## src/rtl/spmw_pkg.sv

```systemverilog
`default_nettype none
package spmw_pkg;

  localparam int DATA_W            = 32;
  localparam int LEN_W             = 6;
  localparam int ACT_W             = 2;
  localparam int GUARD_W           = 2;
  localparam int MAX_WORD_BITS_DEF = 32;
  localparam int ADDR_W            = 5;
  localparam int PDATA_W           = 32;
  localparam int REG_IDX_W         = 3;

  localparam logic [ACT_W-1:0] ACT_TICK  = 2'd0;
  localparam logic [ACT_W-1:0] ACT_WRITE = 2'd1;
  localparam logic [ACT_W-1:0] ACT_READ  = 2'd2;

  localparam logic [REG_IDX_W-1:0] REG_CPOL      = 3'd0;
  localparam logic [REG_IDX_W-1:0] REG_CPHA      = 3'd1;
  localparam logic [REG_IDX_W-1:0] REG_LSB_FIRST = 3'd2;
  localparam logic [REG_IDX_W-1:0] REG_CS_LEVEL  = 3'd3;
  localparam logic [REG_IDX_W-1:0] REG_GUARD     = 3'd4;

  localparam logic [GUARD_W-1:0] GUARD_RESET = 2'd1;

  typedef enum logic [1:0] {
    PH_IDLE  = 2'd0,
    PH_GUARD = 2'd1,
    PH_SHIFT = 2'd2,
    PH_OPEN  = 2'd3
  } phase_t;

  typedef struct packed {
    logic               cpol;
    logic               cpha;
    logic               lsb_first;
    logic               cs_active;
    logic [GUARD_W-1:0] guard;
  } cfg_t;

endpackage
`default_nettype wire

```

## src/rtl/spmw_if.sv

```systemverilog
`default_nettype none
interface spmw_cmd_if;
  logic                             valid;
  logic                             ready;
  logic [spmw_pkg::ACT_W-1:0]       action;
  logic [spmw_pkg::LEN_W-1:0]       word_bits;
  logic [spmw_pkg::DATA_W-1:0]      tx_word;
  logic                             last_in_frame;
  logic                             din_sample;

  modport source (output valid, action, word_bits, tx_word, last_in_frame, din_sample,
                  input ready);
  modport sink (input valid, action, word_bits, tx_word, last_in_frame, din_sample,
                output ready);
endinterface

interface spmw_res_if;
  logic                        valid;
  logic                        ready;
  logic                        cs_level;
  logic                        sclk_level;
  logic                        dout_level;
  logic                        ready_res;
  logic                        rx_valid;
  logic [spmw_pkg::DATA_W-1:0] rx_word;
  logic                        rejected;

  modport source (output valid, cs_level, sclk_level, dout_level, ready_res, rx_valid,
                  rx_word, rejected, input ready);
  modport sink (input valid, cs_level, sclk_level, dout_level, ready_res, rx_valid,
                rx_word, rejected, output ready);
endinterface
`default_nettype wire

```

## src/rtl/spi_master_variable_word_core.sv

```systemverilog
// Tick-driven SPI master, one input transfer per serial tick.
// An accepted tick passes through the input register and then the result register.
// Throughput: one tick per cycle while the result side takes every result.
// Reset (rst, synchronous, active high): frame idle, all counters and shift registers
// cleared, config back to defaults (mode 0, MSB first, CS active low, one guard tick).
`default_nettype none
module spi_master_variable_word_core #(
  parameter int MAX_WORD_BITS = spmw_pkg::MAX_WORD_BITS_DEF
) (
  input  wire logic                          clk,
  input  wire logic                          rst,
  spmw_cmd_if.sink                           cmd,
  spmw_res_if.source                         res,
  input  wire logic                          psel,
  input  wire logic                          penable,
  input  wire logic                          pwrite,
  input  wire logic [spmw_pkg::ADDR_W-1:0]   paddr,
  input  wire logic [spmw_pkg::PDATA_W-1:0]  pwdata,
  output logic      [spmw_pkg::PDATA_W-1:0]  prdata,
  output logic                               pready
);

  localparam int DW    = spmw_pkg::DATA_W;
  localparam int LW    = spmw_pkg::LEN_W;
  localparam int GW    = spmw_pkg::GUARD_W;
  localparam int IDX_W = $clog2(DW);

  spmw_pkg::cfg_t cfg;

  spmw_cfg_regs u_cfg (
    .clk     (clk),
    .rst     (rst),
    .psel    (psel),
    .penable (penable),
    .pwrite  (pwrite),
    .paddr   (paddr),
    .pwdata  (pwdata),
    .prdata  (prdata),
    .pready  (pready),
    .cfg     (cfg)
  );

  // Input register
  logic                        in_v;
  logic [spmw_pkg::ACT_W-1:0]  in_act;
  logic [LW-1:0]               in_bits;
  logic [DW-1:0]               in_tx;
  logic                        in_last;
  logic                        in_din;
  logic                        advance;

  assign advance   = in_v && (!res.valid || res.ready);
  assign cmd.ready = !rst && (!in_v || advance);

  always_ff @(posedge clk) begin
    if (rst) begin
      in_v <= 1'b0;
    end else if (cmd.valid && cmd.ready) begin
      in_v <= 1'b1;
    end else if (advance) begin
      in_v <= 1'b0;
    end
  end

  always_ff @(posedge clk) begin
    if (cmd.valid && cmd.ready) begin
      in_act  <= cmd.action;
      in_bits <= cmd.word_bits;
      in_tx   <= cmd.tx_word;
      in_last <= cmd.last_in_frame;
      in_din  <= cmd.din_sample;
    end
  end

  // Frame state
  spmw_pkg::phase_t phase, phase_next;
  logic [GW-1:0]    guard_count, guard_count_next;
  logic [1:0]       tick_in_bit, tick_in_bit_next;
  logic [LW-1:0]    bit_index, bit_index_next;
  logic [LW-1:0]    word_length, word_length_next;
  logic [DW-1:0]    tx_shift, tx_shift_next;
  logic [DW-1:0]    rx_accum, rx_accum_next;
  logic             is_read, is_read_next;
  logic             end_after_word, end_after_word_next;
  logic             sclk_reg, sclk_next;
  logic             dout_reg, dout_next;

  // Decoded per-tick terms
  logic             is_cmd;
  logic             start;
  logic [LW-1:0]    bits_eff;
  logic [GW-1:0]    guard_val;
  logic [LW-1:0]    bit_index_inc;
  logic [LW-1:0]    pos;
  logic             pos_in_range;
  logic             bitv;
  logic             shift_done;
  logic             word_end;
  logic             sample;
  logic             rxv;
  logic             rej;

  assign is_cmd = (in_act == spmw_pkg::ACT_WRITE) || (in_act == spmw_pkg::ACT_READ);
  assign start  = ((phase == spmw_pkg::PH_IDLE) || (phase == spmw_pkg::PH_OPEN)) && is_cmd;
  assign rej    = is_cmd && ((phase == spmw_pkg::PH_GUARD) || (phase == spmw_pkg::PH_SHIFT));

  always_comb begin
    if (in_bits == '0) begin
      bits_eff = LW'(1);
    end else if (int'(in_bits) > MAX_WORD_BITS) begin
      bits_eff = LW'(MAX_WORD_BITS);
    end else begin
      bits_eff = in_bits;
    end
  end

  always_comb begin
    case (cfg.guard)
      2'd0:    guard_val = 2'd1;
      2'd3:    guard_val = 2'd2;
      default: guard_val = cfg.guard;
    endcase
  end

  assign bit_index_inc = bit_index + LW'(1);
  assign pos           = cfg.lsb_first ? bit_index : (word_length - LW'(1) - bit_index);
  assign pos_in_range  = (pos < LW'(DW));
  assign bitv          = pos_in_range && tx_shift[pos[IDX_W-1:0]];
  assign shift_done    = (phase == spmw_pkg::PH_SHIFT) && (tick_in_bit == 2'd3);
  assign word_end      = shift_done && (bit_index_inc >= word_length);
  assign sample        = (phase == spmw_pkg::PH_SHIFT) &&
                         (cfg.cpha ? (tick_in_bit == 2'd3) : (tick_in_bit == 2'd0));
  assign rxv           = word_end && is_read;

  // Next phase
  always_comb begin
    phase_next = phase;
    case (phase)
      spmw_pkg::PH_IDLE: begin
        if (is_cmd) phase_next = spmw_pkg::PH_GUARD;
      end
      spmw_pkg::PH_OPEN: begin
        if (is_cmd) phase_next = spmw_pkg::PH_SHIFT;
      end
      spmw_pkg::PH_GUARD: begin
        if (guard_count == '0) begin
          phase_next = (bit_index < word_length) ? spmw_pkg::PH_SHIFT : spmw_pkg::PH_IDLE;
        end
      end
      spmw_pkg::PH_SHIFT: begin
        if (word_end) begin
          phase_next = end_after_word ? spmw_pkg::PH_GUARD : spmw_pkg::PH_OPEN;
        end
      end
      default: phase_next = spmw_pkg::PH_IDLE;
    endcase
  end

  // Datapath and pin updates
  always_comb begin
    guard_count_next    = guard_count;
    tick_in_bit_next    = tick_in_bit;
    bit_index_next      = bit_index;
    word_length_next    = word_length;
    tx_shift_next       = tx_shift;
    rx_accum_next       = rx_accum;
    is_read_next        = is_read;
    end_after_word_next = end_after_word;
    sclk_next           = sclk_reg;
    dout_next           = dout_reg;

    if (start) begin
      word_length_next    = bits_eff;
      bit_index_next      = '0;
      tick_in_bit_next    = '0;
      tx_shift_next       = in_tx;
      rx_accum_next       = '0;
      is_read_next        = (in_act == spmw_pkg::ACT_READ);
      end_after_word_next = in_last;
      if (phase == spmw_pkg::PH_IDLE) guard_count_next = guard_val - GW'(1);
    end else if (phase == spmw_pkg::PH_GUARD) begin
      if (guard_count != '0) guard_count_next = guard_count - GW'(1);
    end else if (phase == spmw_pkg::PH_SHIFT) begin
      if (!cfg.cpha) begin
        case (tick_in_bit)
          2'd0:    if (!is_read) dout_next = bitv;
          2'd1:    sclk_next = !cfg.cpol;
          2'd2:    ;
          default: sclk_next = cfg.cpol;
        endcase
      end else begin
        case (tick_in_bit)
          2'd0: begin
            sclk_next = !cfg.cpol;
            if (!is_read) dout_next = bitv;
          end
          2'd1:    ;
          2'd2:    sclk_next = cfg.cpol;
          default: ;
        endcase
      end
      if (sample && is_read && pos_in_range) begin
        rx_accum_next = rx_accum | (DW'(in_din) << pos[IDX_W-1:0]);
      end
      tick_in_bit_next = tick_in_bit + 2'd1;
      if (shift_done) bit_index_next = bit_index_inc;
      if (word_end && end_after_word) guard_count_next = guard_val;
    end

    // Outside shifting, sclk rests at the idle level
    if (phase_next != spmw_pkg::PH_SHIFT) sclk_next = cfg.cpol;
  end

  always_ff @(posedge clk) begin
    if (rst) begin
      phase          <= spmw_pkg::PH_IDLE;
      guard_count    <= '0;
      tick_in_bit    <= '0;
      bit_index      <= '0;
      word_length    <= '0;
      tx_shift       <= '0;
      rx_accum       <= '0;
      is_read        <= 1'b0;
      end_after_word <= 1'b0;
      sclk_reg       <= 1'b0;
      dout_reg       <= 1'b0;
    end else if (advance) begin
      phase          <= phase_next;
      guard_count    <= guard_count_next;
      tick_in_bit    <= tick_in_bit_next;
      bit_index      <= bit_index_next;
      word_length    <= word_length_next;
      tx_shift       <= tx_shift_next;
      rx_accum       <= rx_accum_next;
      is_read        <= is_read_next;
      end_after_word <= end_after_word_next;
      sclk_reg       <= sclk_next;
      dout_reg       <= dout_next;
    end
  end

  // Result register
  always_ff @(posedge clk) begin
    if (rst) begin
      res.valid <= 1'b0;
    end else if (advance) begin
      res.valid <= 1'b1;
    end else if (res.ready) begin
      res.valid <= 1'b0;
    end
  end

  always_ff @(posedge clk) begin
    if (advance) begin
      res.cs_level   <= (phase_next != spmw_pkg::PH_IDLE) ? cfg.cs_active : !cfg.cs_active;
      res.sclk_level <= sclk_next;
      res.dout_level <= dout_next;
      res.ready_res  <= (phase_next == spmw_pkg::PH_IDLE) ||
                        (phase_next == spmw_pkg::PH_OPEN);
      res.rx_valid   <= rxv;
      res.rx_word    <= rxv ? rx_accum_next : '0;
      res.rejected   <= rej;
    end
  end

endmodule
`default_nettype wire

```

## src/rtl/spmw_cfg_regs.sv

```systemverilog
`default_nettype none
module spmw_cfg_regs (
  input  wire logic                           clk,
  input  wire logic                           rst,
  input  wire logic                           psel,
  input  wire logic                           penable,
  input  wire logic                           pwrite,
  input  wire logic [spmw_pkg::ADDR_W-1:0]    paddr,
  input  wire logic [spmw_pkg::PDATA_W-1:0]   pwdata,
  output logic      [spmw_pkg::PDATA_W-1:0]   prdata,
  output logic                                pready,
  output spmw_pkg::cfg_t                      cfg
);

  logic                                wr_en;
  logic [spmw_pkg::REG_IDX_W-1:0]      reg_idx;

  assign pready  = 1'b1;
  assign wr_en   = psel && penable && pwrite && pready;
  assign reg_idx = paddr[spmw_pkg::ADDR_W-1:2];

  always_ff @(posedge clk) begin
    if (rst) begin
      cfg.cpol      <= 1'b0;
      cfg.cpha      <= 1'b0;
      cfg.lsb_first <= 1'b0;
      cfg.cs_active <= 1'b0;
      cfg.guard     <= spmw_pkg::GUARD_RESET;
    end else if (wr_en) begin
      case (reg_idx)
        spmw_pkg::REG_CPOL:      cfg.cpol      <= pwdata[0];
        spmw_pkg::REG_CPHA:      cfg.cpha      <= pwdata[0];
        spmw_pkg::REG_LSB_FIRST: cfg.lsb_first <= pwdata[0];
        spmw_pkg::REG_CS_LEVEL:  cfg.cs_active <= pwdata[0];
        spmw_pkg::REG_GUARD:     cfg.guard     <= pwdata[spmw_pkg::GUARD_W-1:0];
        default: ;
      endcase
    end
  end

  always_comb begin
    case (reg_idx)
      spmw_pkg::REG_CPOL:      prdata = spmw_pkg::PDATA_W'(cfg.cpol);
      spmw_pkg::REG_CPHA:      prdata = spmw_pkg::PDATA_W'(cfg.cpha);
      spmw_pkg::REG_LSB_FIRST: prdata = spmw_pkg::PDATA_W'(cfg.lsb_first);
      spmw_pkg::REG_CS_LEVEL:  prdata = spmw_pkg::PDATA_W'(cfg.cs_active);
      spmw_pkg::REG_GUARD:     prdata = spmw_pkg::PDATA_W'(cfg.guard);
      default:                 prdata = '0;
    endcase
  end

endmodule
`default_nettype wire

```

## src/flat_wrapper.sv

```systemverilog
// flat-port wrapper written by rule: the top's interface ports become plain ports
module spi_master_variable_word_core_flat 
#(
  parameter int MAX_WORD_BITS = spmw_pkg::MAX_WORD_BITS_DEF
)
  (clk, rst, psel, penable, pwrite, paddr, pwdata, prdata, pready, cmd_valid, cmd_action, cmd_word_bits, cmd_tx_word, cmd_last_in_frame, cmd_din_sample, cmd_ready, res_valid, res_cs_level, res_sclk_level, res_dout_level, res_ready_res, res_rx_valid, res_rx_word, res_rejected, res_ready);
  spmw_cmd_if cmd_i ();
  spmw_res_if res_i ();
  input  wire logic clk;
  input  wire logic rst;
  input  wire logic psel;
  input  wire logic penable;
  input  wire logic pwrite;
  input  wire logic [spmw_pkg::ADDR_W-1:0] paddr;
  input  wire logic [spmw_pkg::PDATA_W-1:0] pwdata;
  output logic      [spmw_pkg::PDATA_W-1:0] prdata;
  output logic pready;
  input wire logic [$bits(cmd_i.valid)-1:0] cmd_valid;
  input wire logic [$bits(cmd_i.action)-1:0] cmd_action;
  input wire logic [$bits(cmd_i.word_bits)-1:0] cmd_word_bits;
  input wire logic [$bits(cmd_i.tx_word)-1:0] cmd_tx_word;
  input wire logic [$bits(cmd_i.last_in_frame)-1:0] cmd_last_in_frame;
  input wire logic [$bits(cmd_i.din_sample)-1:0] cmd_din_sample;
  output wire logic [$bits(cmd_i.ready)-1:0] cmd_ready;
  output wire logic [$bits(res_i.valid)-1:0] res_valid;
  output wire logic [$bits(res_i.cs_level)-1:0] res_cs_level;
  output wire logic [$bits(res_i.sclk_level)-1:0] res_sclk_level;
  output wire logic [$bits(res_i.dout_level)-1:0] res_dout_level;
  output wire logic [$bits(res_i.ready_res)-1:0] res_ready_res;
  output wire logic [$bits(res_i.rx_valid)-1:0] res_rx_valid;
  output wire logic [$bits(res_i.rx_word)-1:0] res_rx_word;
  output wire logic [$bits(res_i.rejected)-1:0] res_rejected;
  input wire logic [$bits(res_i.ready)-1:0] res_ready;
  assign cmd_i.valid = cmd_valid;
  assign cmd_i.action = cmd_action;
  assign cmd_i.word_bits = cmd_word_bits;
  assign cmd_i.tx_word = cmd_tx_word;
  assign cmd_i.last_in_frame = cmd_last_in_frame;
  assign cmd_i.din_sample = cmd_din_sample;
  assign cmd_ready = cmd_i.ready;
  assign res_valid = res_i.valid;
  assign res_cs_level = res_i.cs_level;
  assign res_sclk_level = res_i.sclk_level;
  assign res_dout_level = res_i.dout_level;
  assign res_ready_res = res_i.ready_res;
  assign res_rx_valid = res_i.rx_valid;
  assign res_rx_word = res_i.rx_word;
  assign res_rejected = res_i.rejected;
  assign res_i.ready = res_ready;
  spi_master_variable_word_core #(.MAX_WORD_BITS(MAX_WORD_BITS)) u_core (.clk(clk), .rst(rst), .cmd(cmd_i), .res(res_i), .psel(psel), .penable(penable), .pwrite(pwrite), .paddr(paddr), .pwdata(pwdata), .prdata(prdata), .pready(pready));
endmodule
```

## config.mk

```make
export PLATFORM = sky130hd
export DESIGN_NAME = spi_master_variable_word_core_flat
export DESIGN_NICKNAME = d
export VERILOG_FILES = /design/src/rtl/spmw_pkg.sv /design/src/rtl/spmw_if.sv /design/src/rtl/spi_master_variable_word_core.sv /design/src/rtl/spmw_cfg_regs.sv /design/src/flat_wrapper.sv
export SDC_FILE = /design/constraint.sdc
export NUM_CORES = 1
export LEC_CHECK = 0
export ABC_AREA = 1
export BUFFER_PORTS_ARGS = -buffer_cell sky130_fd_sc_hd__buf_2
export CAP_MARGIN = 10
export CORE_MARGIN = 3
export CORE_UTILIZATION = 25
export DETAILED_ROUTE_END_ITERATION = 6
export GPL_ROUTABILITY_DRIVEN = 0
export SLEW_MARGIN = 20
export SYNTH_ARGS = -nofsm -noshare
export SYNTH_HDL_FRONTEND = slang
export SYNTH_SLANG_ARGS = --single-unit
```

## constraint.sdc

```tcl
create_clock -name clk -period 6.6 [get_ports clk]
set_input_delay 0.33 -clock clk [delete_from_list [all_inputs] [get_ports clk]]
set_output_delay 0.33 -clock clk [all_outputs]
set_load 0.01 [all_outputs]
```

==> impl_results.md, run 1 <==
* Synth-to-layout area growth at 15.9%
* Num CTS Buffers at 17
* Largest family of logic cells by synthesized area: simple AND/OR/NAND/NOR gates
* Number of diodes at 0
* Avg Inst Size Synth at a little under 9 sq um
* Worst Path Required at 6.92 ns
* Cell depth of the worst flop-to-flop path at 10
* DR iter-0 viols at 500
* Drt first pass iters at 7
* Pre-CTS WS at 3.55 ns
* Ports at roughly 160
* Share of cells above drive strength 1 at 14.8%
* Die Wd at ~190 um
* Post-route ant nets at 0
* RSZ-0062 raised after global routing: no
* Crit Path Max Fanout at 35
* Crit Reg-Reg Endpoint: u_core.rx_accum[24]
* First-pass GRT wire length at 31.0 mm
* Clock slew at reported path FFs at around 0.07 ns
* Arrival time worst endpoint at 3.40 ns
* Area of the mapped netlist at a little over 8000 sq um
* Setup Fix Bufs, Post-CTS at 0
* Final period util at 46.7%
* Run status: finished clean
* Critical path class: reg2reg
* Root buffer cell: clkbuf_16
* Final setup fails at 0
* Crit start category: register
* Chip height at 187 um
* Layout Nets at 1134
* XOR/XNOR Fraction of Synth Area at 0.427%
* Leakage at 0.00372 uW
* Cell repeated most along the worst path: inv_1
* Worst-skew pair later-pin latency at approximately 0.43 ns
* CTS tree: yes
* CTS sink count at between 150 and 200
* Max stage delay on crit path at between 0.5 and 0.6 ns
* Final instance area at around 9500 sq um
* Crit path to: u_core.rx_accum[24]
* EDFF count, synth at 80
* Cells after Synth at 928
* Max Slew Vio Count at 0
* DP HPWL at 13.6 mm
* Power per cell area at around 240 nW/um^2
* Sequential-to-total area share from yosys stat at ~52%
* Slowest-stage cell, CP: nor2_4
* Largest net degree at the start of global routing at 49
* Aggregate routed wire length at ~19 mm
* R2R setup slack at between 3 and 4 ns
* Least-Margin Pin Slew at 0.989 ns
* WP depth at 10
* Peak VDD IR at 0.173 mV
* Synth Area in Adders at 5.59%
* DR vias/cell at 4.33
* Maximum clock path buffer count at 2
* Crit path from: u_core.phase[1]
* Final Skew at between 0.009 and 0.01 ns
* Post-synth cell types at 49
* GRT Total Usage at a little over a tenth
* Initial antenna violation count at 0
* Vias in the first global route at 6012
* Die area at roughly 35000 sq um
* Yosys reg bits at 174
* Starting density of the core at ~26%
* Syn. warnings at 0
* Critical Path Sink Type: register
* H-tree depth at 4
* # rows at between 60 and 70
* CTS Hold Buffers Added at 0
* Ys flop type: dfxtp_1
* Post-synthesis simple-gate area fraction at 19.9%
* Mux share of post-synthesis cell area at 0%
* Sum of negative setup slack at 0 ns
* Rel. slew slack at 34.0%
* Compound-Gate Fraction of Synth Area at 12.7%
* Buf+Inv Stages, Crit Path at 4
* Synth async-reset ratio at 0%
* Final hold viol count at 0
* Avg WL per Cell at about 13 um
* R2r startpoint: u_core.phase[1]
* Area after DPL at 8960 sq um
* IO buf count at 95
* Family with the most delay on the worst path: simple AND/OR/NAND/NOR gates
* Crit path time final at 3.08 ns
* Core region area at 32000 sq um
* Max Cap Violations at 0
* Fmax at 324 MHz
* Via count at 6320
* PostCTS Resize Cnt at 0
* Final Worst Setup Slack at 3.52 ns
* Hold crit path type: in2reg
* Total congestion overflow at 0
* Drc violations at 0
* CP Cell Sequence: inv_1, ha_1, nor2_4, inv_2, nor2_4, inv_1, nand2_1, inv_1, o21ai_0, a21oi_1
==> report_power, final <==
part / internal [uW] / switching [uW] / leakage, uW
Sequential: 1170 / 17.5 / 0.00152
Combinational: 65.8 / 146 / 0.00195
Clock: 479 / 418 / 0.000249
==> cell usage after synthesis (all sizes together) (3+ instances only) <==
library cell,number,area (sq um)
nor4,4,25.0
inv,84,320
a21oi,68,340
nand2,119,489
dfxtp,94,1880
nand3,53,265
a41oi,8,70.1
nand4,19,119
xor2,4,35.0
edfxtp,80,2400
nor3,8,55.1
o21ai,95,487
nand3b,3,22.5
nor2,167,659
clkbuf,18,73.8
ha,35,438
a211oi,3,27.5
buf,47,337
==> per-layer routing <==
layer / GRT usage, % / up-vias / wire length [um]
met5: 0 / - / 0
met4: 2.59 / 0 / 227
met3: 2.77 / 16 / 986
met2: 16.8 / 158 / 8340
met1: 15.3 / 2892 / 9300
li1: - / 3254 / -
==> cell usage in the layout, fill, tap and decap left out, types with 3 or more instances in the layout <==
cell type / instances
nor3_2: 3
inv_6: 4
buf_2: 95
buf_4: 5
inv_2: 3
clkinvlp_4: 3
clkinv_2: 3
nand3b_1: 3
ha_1: 35
nand4_1: 19
edfxtp_1: 80
nand2_1: 115
nor3_1: 5
a21oi_1: 68
o21ai_2: 3
nor2_1: 161
dfxtp_1: 94
xor2_1: 4
nor2_4: 5
conb_1: 31
inv_1: 80
nor4_1: 4
clkinv_1: 4
a41oi_1: 8
clkbuf_16: 17
nand3_1: 53
o21ai_0: 92
==> per-stage QoR <==
| step | hold WS [ns] | total power (uW) | instances | utilization, % |
|---|---|---|---|---|
| 2_1_floorplan | 0.429 | 1370 | 957 | - |
| 3_3_place_gp | 0.450 | 1420 | 1427 | 28.0 |
| 3_5_place_dp | 0.455 | 1420 | 1427 | 28.0 |
| 4_1_cts | 0.0534 | 2320 | 1459 | 29.7 |
| 5_1_grt | 0.0458 | 2410 | 1460 | 29.7 |
| 6_report | 0.0740 | 2290 | 1460 | 29.7 |
==> worst min-delay path by stage <==
stage,from,end,cells after the start
after floorplan,cmd_action[0],u_core.in_act[0],0
after global placement,u_core.guard_count[1],u_core.guard_count[1],2
after detailed placement,u_core.guard_count[0],u_core.guard_count[0],2
after CTS,cmd_din_sample,u_core.in_din,1
after global routing,cmd_action[1],u_core.in_act[1],1
final,cmd_din_sample,u_core.in_din,1
==> kinds of logic (layout without fill, tap and decap cells) <==
family,Yosys count,in the layout
compound gates,189,189
xor+xnor,4,4
fa+ha+maj,36,36
buf+inv,150,218
flops,174,174
other cells,2,31
simple gates,373,373
==> area by class of cell <==
| class | count | area (sq um) |
|---|---|---|
| Clock buffer | 18 | 429 |
| Clock inverter | 14 | 92.6 |
| Tap cell | 435 | 544 |
| Fill cell | 3386 | 22500 |
| Sequential cell | 174 | 4280 |
| Inverter | 85 | 324 |
| Timing Repair Buffer | 101 | 533 |
| Multi-Input combinational cell | 633 | 3300 |
==> worst register-to-register path, cell delays in order, from the launching register on <==
cell and delay [ns]:
dfxtp_1 0.46, inv_1 0.14, ha_1 0.34, nor2_4 0.25
inv_2 0.12, nor2_4 0.57, inv_1 0.13, nand2_1 0.16
inv_1 0.45, o21ai_0 0.31, a21oi_1 0.06
Note: power is estimated with default switching activity, not from simulation.
==> run 2, diff against run 1 <==
- clock period: 6.6 -> 2.7 ns (I/O delays scaled with it)
==> impl_results.md, run 2 (same netlist as run 1, synthesis figures left out) <==
* Drc violations at 0 (unchanged)
* Fmax at 379 MHz (+17%)
* Cell count after placement at 1446 (+1.3%)
* RSZ-0062 raised after global routing: yes
* Share of cells above drive strength 1 at 18.2% (+3.3 points)
* Max Cap Violations at 0 (unchanged)
* Avg WL per Cell at 13.1 um (+1.4%)
* Layout Nets at 1204 (+6.2%)
* Die area at 35000 sq um (unchanged)
* Flop pwr share at 49.1% (-2.6 points)
* Crit Reg-Reg Endpoint: u_core.res.cs_level
* Drt first pass iters at 7 (unchanged)
* CTS sink count at 174 (unchanged)
* Aggregate routed wire length at 20.0 mm (+6.2%)
* Final setup fails at 0 (unchanged)
* Arrival time worst endpoint at 2.82 ns (-0.58 ns)
* Storage element area at 4300 sq um (+0.29%)
* Core region area at 32000 sq um (unchanged)
* H-tree depth at 4 (unchanged)
* Worst Hold Path Cells at 3 (+2)
* Rel. slew slack at 62.7% (+29 points)
* Critical path class: reg2reg
* Run status: finished clean
* DR vias/cell at 4.33 (about the same)
* Crit path time final at 2.64 ns (-0.448 ns)
* R2r startpoint: u_core.bit_index[0]
* Via count at 6629 (+4.9%)
* Commonest non-fill, non-tap cell in the layout: nor2_1
* Crit path to: u_core.res.cs_level
* Maximum clock path buffer count at 2 (unchanged)
* Leakage at 0.00405 uW (+9.0%)
* Sum of negative setup slack at 0 ns (unchanged)
* Internal power at 4450 uW (+160%)
* Max Slew Vio Count at 0 (unchanged)
* Switch Pwr at 1440 uW (+150%)
* Root buffer cell: clkbuf_16
* Num CTS Buffers at 17 (unchanged)
* DP HPWL at 13.7 mm (+0.76%)
* Starting density of the core at 25.7% (unchanged)
* Peak VDD IR at 0.552 mV (+220%)
* Fin cells at 1530 (+4.8%)
* # rows at 65 (unchanged)
* Sw frac at 24.5% (-0.86 points)
* R2R setup slack at 0.06 ns (-3.45 ns)
* Critical Path Sink Type: register
* CTS tree: yes
* First-pass GRT wire length at 31.9 mm (+3.0%)
* Least-Margin Pin Slew at 0.559 ns (-0.430 ns)
* Gate power share at 10.6% (+1.4 points)
* Clock slew at reported path FFs at 0.07 ns (about the same)
* Most frequent cells in the layout: nor2_1 (158), nand2_1 (111), buf_2 (95)
* IO buf count at 95 (unchanged)
* Chip height at 187 um (unchanged)
* Fillers at 3311 (-2.2%)
* Post-route ant nets at 0 (unchanged)
* Vias in the first global route at 6216 (+3.4%)
* Crit path from: u_core.bit_index[0]
* Synth-to-layout area growth at 25.8%
* Crit start category: register
* Total congestion overflow at 0 (unchanged)
* Worst-skew pair later-pin latency at 0.44 ns (about the same)
* Final hold viol count at 0 (unchanged)
* Final Skew at 0.0149 ns (+0.00526 ns)
* Multi-input gate area at 3390 sq um (+2.7%)
* Ports at 159 (unchanged)
* Power per cell area at 571 nW/um^2 (+140%)
* Share of power burned in the clock network at 40.3% (+1.2 points)
* Final period util at 97.6% (+51 points)
* GRT Total Usage at 11.2% (+0.34 points)
* Crit Path Max Fanout at 4 (-89%)
* Cell depth of the worst flop-to-flop path at 16 (+6)
* Number of diodes at 0 (unchanged)
* Hold crit path type: in2reg
* Initial antenna violation count at 0 (unchanged)
* Worst Path Required at 2.88 ns (-4.04 ns)
* DR iter-0 viols at 362 (-28%)
* Die Wd at 187 um (unchanged)
* Largest net degree at the start of global routing at 77 (+57%)
==> run 2: critical path, stage by stage, from the launching register on <==
cell and delay (ns):
dfxtp_4 0.37, buf_6 0.10, ha_4 0.14, nand3_4 0.08, xor2_2 0.15, ha_1 0.30, nand2_2 0.06, nor2_1 0.08
o21ai_1 0.08, nand3_1 0.14, nand2_2 0.10, o21ai_1 0.08, nand2_1 0.06, a21o_1 0.19, buf_4 0.14, ha_2 0.18
xor2_1 0.13
==> run 2: how the worst min path moves through the flow <==
stage | from | endpoint | slack, ns
after floorplan | cmd_action[0] | u_core.in_act[0] | 0.23
after global placement | cmd_tx_word[30] | u_core.in_tx[30] | 0.31
after detailed placement | cmd_tx_word[11] | u_core.in_tx[11] | 0.31
after CTS | cmd_valid | u_core.in_v | 0.009
after global routing | cmd_valid | u_core.in_v | 0.03
final | cmd_valid | u_core.in_v | 0.02
==> run 2: final cells by class <==
cell class	count	area share (%)
clock buffers	21	4.27
clock inverters	11	1.16
inverters	85	3.18
multi-input cells	633	32.8
flip-flops and latches	174	41.6
well taps	435	5.28
repair buffers	170	11.6
repair inverters	1	0.0728
==> run 2: timing repair <==
item / in CTS / in global routing
hold buffers: 45 / 0
endpoints found under the setup margin: 0 / 69
buffers inserted: 0 / 6
endpoints found under the hold margin: 48 / 0
gates resized for setup: 0 / 35
==> run 2: layer usage <==
layer,share of wire (%),wire length (um),GRT usage [%]
met1,48,9650,15.5
met2,46,9190,17.8
met3,4.6,924,2.53
met4,1.3,259,3.00
met5,0,0,0
==> run 2: per-stage QoR <==
stage	util, %	hold slack [ns]	area, sq um	total power, uW	worst slack (ns)
after floorplan	-	0.234	8310	3340	0.165
after global placement	28.6	0.311	9130	3490	0.0805
after detailed placement	28.6	0.313	9130	3500	0.0299
after CTS	31.7	0.00916	10100	5930	0.0142
after global routing	32.3	0.0324	10300	6150	-0.0993
final	32.3	0.0223	10300	5890	0.0646
==> run 2: power by group through the flow <==
stage | clock (uW) | sequential, uW | combinational (uW)
after global routing | 2540 | 2900 | 706
after detailed placement | 0 | 2950 | 545
after global placement | 0 | 2950 | 538
final | 2370 | 2890 | 626
after floorplan | 0 | 2960 | 384
after CTS | 2440 | 2900 | 597
